`src/rtl/oidc_pkg.sv`:
```
`timescale 1ns / 1ps

package oidc_pkg;

   // Command codes carried in req_tuser
   localparam logic [1:0] CMD_MECH_TYPE = 2'd0;
   localparam logic [1:0] CMD_THIS_MECH = 2'd1;
   localparam logic [1:0] CMD_CLEAR     = 2'd2;
   localparam logic [1:0] CMD_UNUSED    = 2'd3;

   // Result status codes
   localparam logic [1:0] STATUS_ACCEPTED     = 2'd0;
   localparam logic [1:0] STATUS_NOT_ACCEPTED = 2'd1;
   localparam logic [1:0] STATUS_MALFORMED    = 2'd2;

   // Mechanism codes, target index plus one
   localparam logic [2:0] MECH_NONE  = 3'd0;
   localparam logic [2:0] MECH_NEGO  = 3'd1;
   localparam logic [2:0] MECH_NTLM  = 3'd2;
   localparam logic [2:0] MECH_MSKRB = 3'd3;
   localparam logic [2:0] MECH_KRB   = 3'd4;
   localparam logic [2:0] MECH_U2U   = 3'd5;

   // Target table indexes
   localparam logic [2:0] TGT_NEGO  = 3'd0;
   localparam logic [2:0] TGT_NTLM  = 3'd1;
   localparam logic [2:0] TGT_MSKRB = 3'd2;
   localparam logic [2:0] TGT_KRB   = 3'd3;
   localparam logic [2:0] TGT_U2U   = 3'd4;

   localparam int NUM_TARGETS = 5;
   localparam int TGT_W       = 17;
   localparam logic [3:0] COUNT_MAX = 4'd15;
   localparam logic [4:0] MATCH_ALL = 5'h1F;

   // One input item
   typedef struct packed {
      logic [1:0] cmd;
      logic [7:0] data_byte;
      logic       last_byte;
   } req_item_type;

   // Input register contents
   typedef struct packed {
      logic         valid;
      req_item_type item;
   } req_stage_type;

   // One result item
   typedef struct packed {
      logic [1:0] status;
      logic [2:0] mechanism;
      logic [3:0] mech_set;
      logic [2:0] preferred;
   } rsp_item_type;

   // Result handed to the output register
   typedef struct packed {
      logic         valid;
      rsp_item_type item;
   } rsp_result_type;

   // Number of sub-identifiers in each target; the first covers two arcs
   function automatic logic [3:0] target_len(input logic [2:0] t);
      logic [3:0] n;
      n = 4'd0;
      unique case (t)
         TGT_NEGO:  n = 4'd6;
         TGT_NTLM:  n = 4'd9;
         TGT_MSKRB: n = 4'd6;
         TGT_KRB:   n = 4'd6;
         TGT_U2U:   n = 4'd7;
         default:   n = 4'd0;
      endcase
      return n;
   endfunction

   // Sub-identifier p of target t; zero beyond its length
   function automatic logic [TGT_W-1:0] target_subid(input logic [2:0] t,
                                                    input logic [3:0] p);
      logic [TGT_W-1:0] v;
      v = '0;
      unique case (t)
         TGT_NEGO: begin
            unique case (p)
               4'd0:    v = 17'd43;
               4'd1:    v = 17'd6;
               4'd2:    v = 17'd1;
               4'd3:    v = 17'd5;
               4'd4:    v = 17'd5;
               4'd5:    v = 17'd2;
               default: v = '0;
            endcase
         end
         TGT_NTLM: begin
            unique case (p)
               4'd0:    v = 17'd43;
               4'd1:    v = 17'd6;
               4'd2:    v = 17'd1;
               4'd3:    v = 17'd4;
               4'd4:    v = 17'd1;
               4'd5:    v = 17'd311;
               4'd6:    v = 17'd2;
               4'd7:    v = 17'd2;
               4'd8:    v = 17'd10;
               default: v = '0;
            endcase
         end
         TGT_MSKRB: begin
            unique case (p)
               4'd0:    v = 17'd42;
               4'd1:    v = 17'd840;
               4'd2:    v = 17'd48018;
               4'd3:    v = 17'd1;
               4'd4:    v = 17'd2;
               4'd5:    v = 17'd2;
               default: v = '0;
            endcase
         end
         TGT_KRB, TGT_U2U: begin
            unique case (p)
               4'd0:    v = 17'd42;
               4'd1:    v = 17'd840;
               4'd2:    v = 17'd113554;
               4'd3:    v = 17'd1;
               4'd4:    v = 17'd2;
               4'd5:    v = 17'd2;
               4'd6:    v = (t == TGT_U2U) ? 17'd3 : 17'd0;
               default: v = '0;
            endcase
         end
         default: v = '0;
      endcase
      return v;
   endfunction

endpackage

```
`src/rtl/oid_decode_and_classify_core.sv`:
```
`timescale 1ns / 1ps

// Decodes the content bytes of a BER object identifier, one byte per item,
// and classifies it against the negotiation, NTLM, MS Kerberos, Kerberos and
// Kerberos user-to-user mechanism identifiers. One item is taken every cycle
// while req_tready is high. An item is held in an input register and decoded
// from there, and its result is held in an output register that drives rsp.
// Only the last byte of an identifier under cmd 0 or 1 gives a result; cmd 2
// clears the kept mechanism set and any identifier in progress, cmd 3 is
// ignored. A stalled result does not hold up bytes that give no result; the
// next last byte waits in the input register, and then req_tready drops.
module oid_decode_and_classify_core #(
   parameter int SUBID_BITS = 64
) (
   input  logic        clock,
   input  logic        reset,
   input  logic        req_tvalid,
   output logic        req_tready,
   input  logic [7:0]  req_tdata,   // [7:0] data_byte
   input  logic [1:0]  req_tuser,   // [1:0] cmd
   input  logic        req_tlast,   // last_byte
   output logic        rsp_tvalid,
   input  logic        rsp_tready,
   output logic [15:0] rsp_tdata    // [1:0] status, [4:2] mechanism,
                                    // [8:5] mech_set, [11:9] preferred
);

   oidc_pkg::req_item_type   req_item;
   oidc_pkg::req_stage_type  stage;
   oidc_pkg::rsp_result_type result;
   oidc_pkg::rsp_item_type   rsp_item;
   logic                     out_free;
   logic                     gives_result;
   logic                     step;

   assign req_item.cmd       = req_tuser;
   assign req_item.data_byte = req_tdata;
   assign req_item.last_byte = req_tlast;

   // A byte that yields a result waits for room in the output register
   assign gives_result = stage.item.last_byte &&
                         (stage.item.cmd == oidc_pkg::CMD_MECH_TYPE ||
                          stage.item.cmd == oidc_pkg::CMD_THIS_MECH);
   assign step = stage.valid && (!gives_result || out_free);

   oidc_in_stage u_in_stage (
      .clock      (clock),
      .reset      (reset),
      .req_tvalid (req_tvalid),
      .req_tready (req_tready),
      .req_item   (req_item),
      .consume    (step),
      .stage      (stage)
   );

   oidc_decode #(
      .SUBID_BITS (SUBID_BITS)
   ) u_decode (
      .clock  (clock),
      .reset  (reset),
      .step   (step),
      .item   (stage.item),
      .result (result)
   );

   oidc_out_stage u_out_stage (
      .clock      (clock),
      .reset      (reset),
      .result     (result),
      .free       (out_free),
      .rsp_tvalid (rsp_tvalid),
      .rsp_tready (rsp_tready),
      .rsp_item   (rsp_item)
   );

   assign rsp_tdata = {4'd0, rsp_item.preferred, rsp_item.mech_set,
                       rsp_item.mechanism, rsp_item.status};

endmodule

```
`src/rtl/oidc_in_stage.sv`:
```
`timescale 1ns / 1ps

module oidc_in_stage (
   input  logic                   clock,
   input  logic                   reset,
   input  logic                   req_tvalid,
   output logic                   req_tready,
   input  oidc_pkg::req_item_type req_item,
   input  logic                   consume,
   output oidc_pkg::req_stage_type stage
);

   logic                   valid_ff, valid_in;
   oidc_pkg::req_item_type item_ff;

   // Slot is free when empty or being drained this cycle
   assign req_tready = !valid_ff || consume;

   always_comb begin
      valid_in = valid_ff;
      if (req_tvalid && req_tready) begin
         valid_in = 1'b1;
      end else if (consume) begin
         valid_in = 1'b0;
      end
   end

   always_ff @(posedge clock) begin
      if (reset) begin
         valid_ff <= 1'b0;
      end else begin
         valid_ff <= valid_in;
      end
   end

   // Payload, no reset
   always_ff @(posedge clock) begin
      if (req_tvalid && req_tready) begin
         item_ff <= req_item;
      end
   end

   assign stage.valid = valid_ff;
   assign stage.item  = item_ff;

endmodule

```
`src/rtl/oidc_decode.sv`:
```
`timescale 1ns / 1ps

module oidc_decode #(
   parameter int SUBID_BITS = 64
) (
   input  logic                    clock,
   input  logic                    reset,
   input  logic                    step,
   input  oidc_pkg::req_item_type  item,
   output oidc_pkg::rsp_result_type result
);

   logic [SUBID_BITS-1:0] accum_ff, accum_in;
   logic                  in_subid_ff, in_subid_in;
   logic                  broken_ff, broken_in;
   logic [3:0]            count_ff, count_in;
   logic [4:0]            match_ff, match_in;
   logic                  mode_ff, mode_in;
   logic                  in_ident_ff, in_ident_in;
   logic [3:0]            record_ff, record_in;
   logic [2:0]            pref_ff, pref_in;

   logic [SUBID_BITS-1:0] subid;
   logic                  overflow;
   logic [2:0]            mech;
   logic                  found;
   logic [1:0]            status;
   logic                  is_byte;

   assign is_byte  = (item.cmd == oidc_pkg::CMD_MECH_TYPE) ||
                     (item.cmd == oidc_pkg::CMD_THIS_MECH);
   assign overflow = (accum_ff[SUBID_BITS-1 -: 7] != 7'd0);
   assign subid    = {accum_ff[SUBID_BITS-8:0], item.data_byte[6:0]};

   // Per-byte decode, match and classify
   always_comb begin
      accum_in    = accum_ff;
      in_subid_in = in_subid_ff;
      broken_in   = broken_ff;
      count_in    = count_ff;
      match_in    = match_ff;
      mode_in     = mode_ff;
      in_ident_in = in_ident_ff;
      record_in   = record_ff;
      pref_in     = pref_ff;
      mech        = oidc_pkg::MECH_NONE;
      found       = 1'b0;
      status      = oidc_pkg::STATUS_NOT_ACCEPTED;

      if (step && item.cmd == oidc_pkg::CMD_CLEAR) begin
         accum_in    = '0;
         in_subid_in = 1'b0;
         broken_in   = 1'b0;
         count_in    = 4'd0;
         match_in    = oidc_pkg::MATCH_ALL;
         mode_in     = 1'b0;
         in_ident_in = 1'b0;
         record_in   = 4'd0;
         pref_in     = 3'd0;
      end else if (step && is_byte) begin
         // mode is latched at the first byte of an identifier
         if (!in_ident_ff) begin
            mode_in = (item.cmd == oidc_pkg::CMD_THIS_MECH);
         end
         in_ident_in = 1'b1;

         // base-128 accumulate, overflow check before the shift
         if (!broken_ff) begin
            if (overflow) begin
               broken_in = 1'b1;
            end else begin
               accum_in    = subid;
               in_subid_in = 1'b1;
               if (!item.data_byte[7]) begin
                  for (int t = 0; t < oidc_pkg::NUM_TARGETS; t++) begin
                     if (count_ff >= oidc_pkg::target_len(3'(t)) ||
                         subid != SUBID_BITS'(oidc_pkg::target_subid(3'(t), count_ff))) begin
                        match_in[t] = 1'b0;
                     end
                  end
                  if (count_ff < oidc_pkg::COUNT_MAX) begin
                     count_in = count_ff + 4'd1;
                  end
                  accum_in    = '0;
                  in_subid_in = 1'b0;
               end
            end
         end

         // classify on the last byte
         if (item.last_byte) begin
            for (int t = 0; t < oidc_pkg::NUM_TARGETS; t++) begin
               if (!found && match_in[t] && count_in == oidc_pkg::target_len(3'(t))) begin
                  found = 1'b1;
                  mech  = 3'(t + 1);
               end
            end
            if (broken_in || in_subid_in) begin
               status = oidc_pkg::STATUS_MALFORMED;
               mech   = oidc_pkg::MECH_NONE;
            end else if (mode_in) begin
               status = (mech == oidc_pkg::MECH_NEGO) ? oidc_pkg::STATUS_ACCEPTED :
                                                        oidc_pkg::STATUS_NOT_ACCEPTED;
            end else if (mech >= oidc_pkg::MECH_NTLM) begin
               status    = oidc_pkg::STATUS_ACCEPTED;
               record_in = record_ff | (4'd1 << 2'(mech - oidc_pkg::MECH_NTLM));
               if (pref_ff == 3'd0) begin
                  pref_in = mech - 3'd1;
               end
            end else begin
               status = oidc_pkg::STATUS_NOT_ACCEPTED;
            end

            // identifier done
            accum_in    = '0;
            in_subid_in = 1'b0;
            broken_in   = 1'b0;
            count_in    = 4'd0;
            match_in    = oidc_pkg::MATCH_ALL;
            in_ident_in = 1'b0;
         end
      end
   end

   always_ff @(posedge clock) begin
      if (reset) begin
         accum_ff    <= '0;
         in_subid_ff <= 1'b0;
         broken_ff   <= 1'b0;
         count_ff    <= 4'd0;
         match_ff    <= oidc_pkg::MATCH_ALL;
         mode_ff     <= 1'b0;
         in_ident_ff <= 1'b0;
         record_ff   <= 4'd0;
         pref_ff     <= 3'd0;
      end else begin
         accum_ff    <= accum_in;
         in_subid_ff <= in_subid_in;
         broken_ff   <= broken_in;
         count_ff    <= count_in;
         match_ff    <= match_in;
         mode_ff     <= mode_in;
         in_ident_ff <= in_ident_in;
         record_ff   <= record_in;
         pref_ff     <= pref_in;
      end
   end

   // Result item for the output register
   assign result.valid          = step && is_byte && item.last_byte;
   assign result.item.status    = status;
   assign result.item.mechanism = mech;
   assign result.item.mech_set  = record_in;
   assign result.item.preferred = pref_in;

   // Between identifiers the decoder sits at its idle values
   a_idle_clean: assert property (@(posedge clock) disable iff (reset)
      !in_ident_ff |-> (count_ff == 4'd0 && !in_subid_ff && !broken_ff &&
                        match_ff == oidc_pkg::MATCH_ALL && accum_ff == '0))
      else $error("decoder state not clean between identifiers");

   // Preferred mechanism is always part of the kept set
   a_pref_in_set: assert property (@(posedge clock) disable iff (reset)
      pref_ff != 3'd0 |-> (pref_ff <= 3'd4 && record_ff[2'(pref_ff - 3'd1)]))
      else $error("preferred mechanism missing from kept set");

   // A malformed identifier names no mechanism and leaves the record alone
   a_malformed: assert property (@(posedge clock) disable iff (reset)
      (result.valid && result.item.status == oidc_pkg::STATUS_MALFORMED) |=>
         (record_ff == $past(record_ff) && pref_ff == $past(pref_ff) &&
          $past(result.item.mechanism) == oidc_pkg::MECH_NONE))
      else $error("malformed identifier changed the record");

endmodule

```
`src/rtl/oidc_out_stage.sv`:
```
`timescale 1ns / 1ps

module oidc_out_stage (
   input  logic                     clock,
   input  logic                     reset,
   input  oidc_pkg::rsp_result_type result,
   output logic                     free,
   output logic                     rsp_tvalid,
   input  logic                     rsp_tready,
   output oidc_pkg::rsp_item_type   rsp_item
);

   logic                   valid_ff, valid_in;
   oidc_pkg::rsp_item_type item_ff;

   // Can take a result when empty or being read this cycle
   assign free = !valid_ff || rsp_tready;

   always_comb begin
      valid_in = valid_ff;
      if (result.valid) begin
         valid_in = 1'b1;
      end else if (rsp_tready) begin
         valid_in = 1'b0;
      end
   end

   always_ff @(posedge clock) begin
      if (reset) begin
         valid_ff <= 1'b0;
      end else begin
         valid_ff <= valid_in;
      end
   end

   always_ff @(posedge clock) begin
      if (result.valid) begin
         item_ff <= result.item;
      end
   end

   assign rsp_tvalid = valid_ff;
   assign rsp_item   = item_ff;

endmodule
```
`config.mk`:
```
export PLATFORM = sky130hd
export DESIGN_NAME = oid_decode_and_classify_core
export DESIGN_NICKNAME = d
export VERILOG_FILES = /design/src/rtl/oidc_pkg.sv /design/src/rtl/oid_decode_and_classify_core.sv /design/src/rtl/oidc_in_stage.sv /design/src/rtl/oidc_decode.sv /design/src/rtl/oidc_out_stage.sv
export SDC_FILE = /design/constraint.sdc
export NUM_CORES = 1
export LEC_CHECK = 0
export ABC_AREA = 1
export BUFFER_PORTS_ARGS = -buffer_cell sky130_fd_sc_hd__buf_4
export CORE_AREA = 4 4 105 107
export CTS_BUF_LIST = sky130_fd_sc_hd__clkbuf_8
export DETAILED_ROUTE_END_ITERATION = 16
export DIE_AREA = 0 0 109 111
export GPL_ROUTABILITY_DRIVEN = 0
export HOLD_SLACK_MARGIN = 0.06
export PLACE_DENSITY = 0.72
export SLEW_MARGIN = 20
export SYNTH_ARGS = -nofsm -noshare
export SYNTH_HDL_FRONTEND = slang
export SYNTH_SLANG_ARGS = --single-unit
```
`constraint.sdc`:
```
create_clock -name clock -period 4.7 [get_ports clock]
set_input_delay 0 -clock clock [delete_from_list [all_inputs] [get_ports clock]]
set_output_delay 0 -clock clock [all_outputs]
set_load 0.02 [all_outputs]
```
Word-level counts from Yosys, hierarchy flattened
Memories as Yosys holds them, arrays and structs flattened. A register that Yosys moved wholly into a read port is not among the register bits.
Cells that the tools add are included.
{"block": "totals", "memories": 1, "regBits": 109, "word_cells": 231, "output_inout_bits": 18, "mem_bits_ro": 112}
{"memory": "(name not given)", "depth": 16, "width": 7, "read_ports": 1, "rd_clocked_by_memory_dff": 1, "wr": 0, "line_no": "oidc_pkg.sv:96", "rtl": "unique case (p)"}
{"block": "op_classes", "mux": 137, "reduce_logical": 44, "shifts": 1, "order_cmp": 5, "n_bitwise": 3, "eq_ne": 19, "add_sub_neg": 3}
{"op": "2-to-1 mux 17 bit", "count": 25}
{"op": "!= test 64 x 17 -> 1 bit", "count": 5}
{"op": "2-to-1 mux 64 bit", "count": 4}
{"op": "2-to-1 mux 4 bit", "count": 39}
{"op": "case mux 17 bit (6 select lines)", "count": 1}
{"op": "case mux 17 bit (5 select lines)", "count": 1}
{"op": "case mux 16 bit (5 select lines)", "count": 1}
{"op": "2-to-1 mux 1 bit", "count": 43}
{"op": "2-to-1 mux 3 bit", "count": 12}
{"op": "2-to-1 mux 5 bit", "count": 6}
{"op": "case mux 6 bit (5 select lines)", "count": 1}
{"op": "logical AND 1 bit", "count": 15}
{"op": "equality test 4 x 3 -> 1 bit, second input constant", "count": 3}
{"op": "equality test 4 bit", "count": 3}
{"op": ">= comparator 4 bit", "count": 3}
{"op": "logical OR 1 bit", "count": 10}
{"op": "equality test 4 x 2 -> 1 bit, second input constant", "count": 2}
{"op": "2-to-1 mux 2 bit", "count": 4}
{"op": "zero test 1 bit", "count": 7}
{"op": "nonzero test 7 bit", "count": 1}
{"op": "OR reduction 2 bit", "count": 3}
{"op": "adder 4 x 1 -> 4 bit, second input constant", "count": 1}
{"op": "equality test 4 x 1 -> 1 bit, second input constant", "count": 1}
{"op": "zero test 4 bit", "count": 1}
{"op": "17 further kinds", "count": 20}

Depth between registers and ports, before layout
Gate-level depths: netlist of run 1.
{"block": "depth", "ltp_word": 59, "ltp_mapped": 24, "ltp_nobuf": 23}

Cells and area by module
A second synthesis of run 1 with hierarchy kept.
{"block": "hier_totals", "cells_unflattened": 724, "area_unflattened_um2": 5460.2}
{"mod": "oidc_decode", "area_each_um2": 4613.2, "seq_area_each_um2": 1781.7, "cells_per_inst": 679, "n_inst": 1}
{"mod": "oidc_out_stage", "area_each_um2": 402.9, "seq_area_each_um2": 380.4, "cells_per_inst": 17, "n_inst": 1}
{"mod": "oidc_in_stage", "area_each_um2": 385.4, "seq_area_each_um2": 350.3, "cells_per_inst": 18, "n_inst": 1}
{"mod": "oid_decode_and_classify_core", "area_each_um2": 58.8, "seq_area_each_um2": 0.0, "cells_per_inst": 10, "n_inst": 1}

Worst setup path before layout of run 1
No wires, ideal clock.
{"block": "synth_path", "kind": "register -> register", "start": "register u_decode.count_ff[0]", "end": "register u_out_stage.item_ff (netlist bit u_out_stage.rsp_item[2]), data pin", "synth_period_minus_slack_ps": 2755, "t_required_ps": 4414, "path_slack_ps": 1945, "stages_incl_launch_ff": 23, "t_arrival_ps": 2469, "path_cell_list": "dfxtp_1 > inv_1 > ha_1 > buf_2 > nand2_2 > nand3_1 > nand2_1 > nand2_1 > nor2_1 > nand3_1 > nor2_2 > nand2_1 > a21oi_1 > nand4_1 > nand3_1 > inv_1 > ha_1 > inv_1 > nand3_1 > nor2_1 > nor2_1 > nand2_1 > a21oi_1"}
{"element": "from (decl)", "line_no": "oidc_decode.sv:16", "rtl": "logic [3:0] count_ff, count_in;"}
{"element": "from (signal assigned)", "line_no": "oidc_decode.sv:140", "rtl": "count_ff <= count_in;"}
{"element": "to (signal assigned)", "line_no": "oidc_out_stage.sv:38", "rtl": "item_ff <= result.item;"}
{"element": "to (decl)", "line_no": "oidc_out_stage.sv:14", "rtl": "oidc_pkg::rsp_item_type item_ff;"}

==> flow_metrics.env, run 1 <==
export IMPL_report_final_setup_viol=0
export IMPL_seq_area_frac_synth=0.464
export IMPL_status="completed"
export IMPL_design_area_sq_um=6270
export IMPL_nets=798
export IMPL_numCtsBuffers=17
export IMPL_use_met1=0.271
export IMPL_ant_nets=0
export IMPL_ios=33
export IMPL_start_util=0.534
export IMPL_ys_types=36
export IMPL_fin_skew_ns=0.00872
export IMPL_drive_gt1_frac=0.111
export IMPL_cp_max_fo=7
export IMPL_end_kind="flop"
export IMPL_first_global_vias=4503
export IMPL_num_rows=37
export IMPL_yosysMostFrequentCell="nand2_1"
export IMPL_place_area_sq_um=5700
export IMPL_async_reset_ff_frac=0
export IMPL_synth_top_area_share=0.336
export IMPL_yosys_warnings=0
export IMPL_max_clock_path_buffers=2
export IMPL_clk_latency_ns=0.44
export IMPL_rr_worst_depth=20
export IMPL_finalWirelength_microns=12400
export IMPL_slew_headroom=0.374
export IMPL_worst_setup_path_start_kind="flop"
export IMPL_ys_ff_latch=114
export IMPL_syn_to_final_growth_pct=15.7
export IMPL_vias=4976
export IMPL_cts_root_buf="clkbuf_8"
export IMPL_cts_tree="done"
export IMPL_worstMarginPinSlew_ns=0.932
export IMPL_grt_max_degree=74
export IMPL_gr_total_overflow=0
export IMPL_drc=0
export IMPL_worstSetupPathType="reg -> reg"
export IMPL_power_leakage_nw=2.58
export IMPL_min_path_cells=3
export IMPL_antenna_found_initial=0
export IMPL_wl_per_cell_microns=13.4
export IMPL_layout_min_cycle_time_ns=3.30
export IMPL_n_antenna_cell=0
export IMPL_cts_max_level=4
export IMPL_syn_inst=740
export IMPL_period_share=0.701
export IMPL_grt_pass1_wl_microns=20500
export IMPL_gr_usage_met2=0.332
export IMPL_synth_edff_count=23
export IMPL_synth_area_sq_um=5420
export IMPL_cp_arrival_ns=3.44
export IMPL_die_area_sq_um=12100
export IMPL_ys_top_cells_by_count="nand2_1, a21oi_1, dfxtp_1, nand3_1, nor2_1"
export IMPL_synth_largest_area_cell="dfxtp_1"
export IMPL_synthTopCellsByArea="dfxtp_1, edfxtp_1, nand2_1"
export IMPL_dp_hpwl_microns=8090
export IMPL_post_cts_resized=0
export IMPL_die_y_microns=111
export IMPL_holdCritPathClass="in -> reg"
export IMPL_power_density_nw_per_um2=340
export IMPL_first_iter_violations=372
export IMPL_drv_slew=0
export IMPL_setup_tns_final_ns=0
export IMPL_clock_sinks=114
export IMPL_use_met3=0.0472
export IMPL_finalHoldViolCount=0
export IMPL_coreArea_sq_um=10100
export IMPL_clk_pin_slew_ns=0.07
export IMPL_max_freq_ghz=0.303
export IMPL_drtPass1Iterations=5
export IMPL_synth_flop_cell="dfxtp_1"
export IMPL_rsz0062_at_grt="false"
export IMPL_syn_avg_cell_area_sq_um=7.32
export IMPL_drt_vias_per_instance=5.39
export IMPL_top_usage_layer="met2"
export IMPL_die_w_microns=109
export IMPL_port_buffers=28
export IMPL_final_util=0.618
export IMPL_grt_usage=0.211
export IMPL_required_ns=4.85
export IMPL_ir_worst_vdd_uv=183
export IMPL_max_cap_violations=0
critical path, stage by stage (launching register included):
cell	delay [ns]
dfxtp_1	0.39
inv_1	0.14
ha_1	0.31
o21ai_0	0.28
or2_1	0.17
nand2_1	0.05
nor2_1	0.09
nand2_1	0.07
nor2_2	0.12
nand2_1	0.09
a21oi_1	0.13
nand4_1	0.12
nand3_1	0.17
inv_1	0.11
ha_1	0.22
inv_1	0.11
nand3_1	0.09
nor2_1	0.14
nor2_1	0.05
nand2_1	0.07
a21oi_1	0.06
report_power, final:
part | internal, mW | switching (mW)
registers | 1.01 | 0.0127
logic | 0.0474 | 0.101
clock network | 0.529 | 0.430
area by class of cell:
cell class | count | area, sq um
clock buffer | 17 | 234
tap | 136 | 170
timing repair buffer | 45 | 373
sequential | 114 | 2510
clock inverter | 15 | 185
fill | 888 | 3870
inverter | 70 | 264
multi-input combinational | 526 | 2530
cells in the final DEF, fill, tap and decap left out, types with 4 or more instances in the layout:
| cell type | n |
|---|---|
| o22ai_1 | 5 |
| o21ai_1 | 5 |
| dlygate4sd3_1 | 14 |
| clkinv_4 | 4 |
| inv_1 | 63 |
| o21ai_0 | 11 |
| buf_4 | 31 |
| ha_1 | 9 |
| nor2_1 | 89 |
| a21oi_1 | 92 |
| nand4_1 | 11 |
| clkbuf_8 | 17 |
| a211oi_1 | 8 |
| nor3_1 | 7 |
| conb_1 | 4 |
| nand3_1 | 91 |
| edfxtp_1 | 23 |
| inv_2 | 5 |
| clkinvlp_4 | 4 |
| xnor2_1 | 4 |
| dfxtp_1 | 91 |
| nand2_1 | 166 |
| nor2_4 | 4 |
registers in the layout, summed over array words and instances, names as in the netlist, named ones only:
register / cells
u_out_stage.rsp_item: 12
u_decode.broken_ff: 1
u_decode.record_ff: 4
u_decode.mode_ff: 1
u_out_stage.rsp_tvalid: 1
u_decode.accum_ff: 64
u_decode.in_ident_ff: 1
u_in_stage.stage: 11
u_decode.pref_ff: 3
u_in_stage.valid_ff: 1
u_decode.match_ff: 5
u_decode.count_ff: 4
per-layer routing:
metal / vias to the layer above / part of all wire
met5: - / 0
met4: 0 / 0.021
met3: 27 / 0.057
met2: 162 / 0.49
met1: 2283 / 0.43
li1: 2504 / -
path summary, 6_finish.rpt:
kind,to,slack [ns],start
worst max-delay path,u_out_stage.rsp_item[2],1.40,u_decode.count_ff[0]
worst min-delay path,u_in_stage.stage[8],0.07,req_tvalid
worst max register to register,u_out_stage.rsp_item[2],1.40,u_decode.count_ff[0]
worst min register to register,u_decode.accum_ff[59],0.46,u_decode.accum_ff[59]
stage by stage:
step	power, mW	hold WS, ns	cells	worst slack, ns
after floorplan	1.14	0.0691	743	1.94
after CTS	2.15	0.177	923	1.43
final	2.13	0.0695	923	1.40
after global routing	2.22	0.0738	923	1.01
after detailed placement	1.18	0.179	877	1.44
after global placement	1.18	0.177	877	1.65
cells by family after synthesis:
logic type,after synthesis,share of synthesized area
compound gates,128,0.126
xor+xnor,4,0.00647
fa+ha+maj,9,0.0208
buf+inv,103,0.0758
flops,114,0.464
other cells,1,0.000692
simple gates,381,0.306
what timing repair did:
item | CTS | global route
hold buffers | 14 | 0
setup buffers | 0 | 0
endpoints found under the hold margin | 19 | 0
(Power assumes the default switching activity.)
==> inputs of run 2 (changes only) <==
Clock period 4.7 ns to 3.3 ns, I/O delays scaled along.
==> run 2 against run 1 <==
Final area grew 2.9%; combinational power grew 49%; non-clock buffer count grew 12; global-route usage grew 0.51 points; critical path depth is the same; highest routed layer unchanged.
==> flow_metrics.env, run 2 (synthesis results as in run 1) <==
export IMPL_grt_pass1_wl_microns=21300
export IMPL_cp_max_fo=7
export IMPL_n_antenna_cell=0
export IMPL_start_util=0.534
export IMPL_die_y_microns=111
export IMPL_drive_gt1_frac=0.135
export IMPL_port_buffers=28
export IMPL_wl_per_cell_microns=13.3
export IMPL_fin_skew_ns=0.0113
export IMPL_drv_slew=0
export IMPL_clk_latency_ns=0.43
export IMPL_max_cap_violations=0
export IMPL_place_inst=883
export IMPL_seq_power_share=0.456
export IMPL_antenna_found_initial=0
export IMPL_place_area_sq_um=5750
export IMPL_cts_tree="done"
export IMPL_max_clock_path_buffers=2
export IMPL_comb_power_share=0.069
export IMPL_period_share=0.914
export IMPL_grt_usage=0.216
export IMPL_cp_arrival_ns=3.19
export IMPL_drc=0
export IMPL_ios=33
export IMPL_ir_worst_vdd_uv=320
export IMPL_power_density_nw_per_um2=495
export IMPL_end_kind="flop"
export IMPL_largest_reg_flops=64
export IMPL_power_leakage_nw=2.68
export IMPL_vias=5112
export IMPL_coreArea_sq_um=10100
export IMPL_layout_commonest_cell="nand2_1"
export IMPL_ant_nets=0
export IMPL_drt_vias_per_instance=5.47
export IMPL_layout_min_cycle_time_ns=3.02
export IMPL_worstMarginPinSlew_ns=0.703
export IMPL_max_freq_ghz=0.332
export IMPL_cts_root_buf="clkbuf_8"
export IMPL_num_rows=37
export IMPL_dp_hpwl_microns=8280
export IMPL_cts_max_level=4
export IMPL_sw_frac_of_total=0.242
export IMPL_gr_total_overflow=0
export IMPL_holdWs_ns=0.283
export IMPL_holdCritPathClass="in -> reg"
export IMPL_finalWirelength_microns=12500
export IMPL_final_util=0.636
export IMPL_worstSetupPathType="reg -> reg"
export IMPL_slew_headroom=0.530
export IMPL_report_final_setup_viol=0
export IMPL_die_w_microns=109
export IMPL_syn_to_final_growth_pct=19.0
export IMPL_design_area_sq_um=6450
export IMPL_clk_pin_slew_ns=0.07
export IMPL_first_iter_violations=313
export IMPL_worst_setup_path_start_kind="flop"
export IMPL_p_switching_mw=0.773
export IMPL_stdcell_count=935
export IMPL_internal_power_mw=2.42
export IMPL_drtPass1Iterations=5
export IMPL_finalHoldViolCount=0
export IMPL_grt_max_degree=71
export IMPL_pwr_share_clk=0.475
export IMPL_clock_sinks=114
export IMPL_mostFrequentLayoutCells="nand2_1, a21oi_1, nand3_1"
export IMPL_die_area_sq_um=12100
export IMPL_numCtsBuffers=17
export IMPL_first_global_vias=4734
export IMPL_status="completed"
export IMPL_required_ns=3.48
export IMPL_setup_tns_final_ns=0
export IMPL_nets=810
export IMPL_regMostFlops="u_decode.accum_ff"
[run 2: path summary, 6_finish.rpt]
kind                            cells past startpoint                       to  slack [ns]                   from
worst min-delay path                                2      u_in_stage.stage[1]        0.28           req_tdata[0]
worst max-delay path                               20  u_out_stage.rsp_item[2]        0.28   u_decode.count_ff[1]
worst min register to register                      2    u_decode.record_ff[0]        0.46  u_decode.record_ff[0]
worst max register to register                     20  u_out_stage.rsp_item[2]        0.28   u_decode.count_ff[1]
[run 2: worst max-delay path: stages (launching register included)]
cell and delay (ns):
dfxtp_2 0.35, inv_1 0.17, ha_2 0.31, inv_1 0.07
o21ai_0 0.21, nor2_1 0.06, a21oi_1 0.15, nand4_1 0.12
nand2_1 0.10, nand2_1 0.10, nand3_2 0.10, nor2_1 0.07
nor2_4 0.14, inv_1 0.08, ha_1 0.22, inv_1 0.09
nand3_1 0.08, nor2_1 0.14, nor2_1 0.05, nand2_1 0.07
a21oi_1 0.06
[run 2: metrics by stage]
step                worst slack (ns)  power, mW
CTS                           0.0950       3.20
detailed placement             0.112       1.69
global placement               0.290       1.68
finish                         0.284       3.19
global route                 -0.0124       3.32
floorplan                      0.545       1.63
[run 2: cell type report]
| cell class | count | area [sq um] |
|---|---|---|
| fill | 875 | 3690 |
| timing repair buffer | 57 | 465 |
| clock buffer | 17 | 234 |
| sequential | 114 | 2520 |
| tap | 136 | 170 |
| multi-input combinational | 526 | 2560 |
| inverter | 70 | 265 |
| clock inverter | 15 | 230 |
[run 2: metal layers]
metal,GRT usage,share of wire,up-vias
li1,-,-,2537
met1,0.279,0.42,2346
met2,0.337,0.48,188
met3,0.0559,0.070,41
met4,0.0968,0.033,0
met5,0,0,-
[run 2: timing repair]
item	4_1_cts	5_1_grt
setup buffers	0	5
gates resized for setup	0	15
setup endpoints to repair	0	14
hold endpoints to repair	18	0
hold buffers	15	0
[run 2: power by group through the flow]
stage	Combinational [mW]	Sequential, mW	Clock (mW)
after floorplan	0.142	1.48	0
after global placement	0.197	1.49	0
after detailed placement	0.200	1.49	0
after CTS	0.214	1.46	1.53
after global routing	0.246	1.46	1.61
final	0.220	1.46	1.52
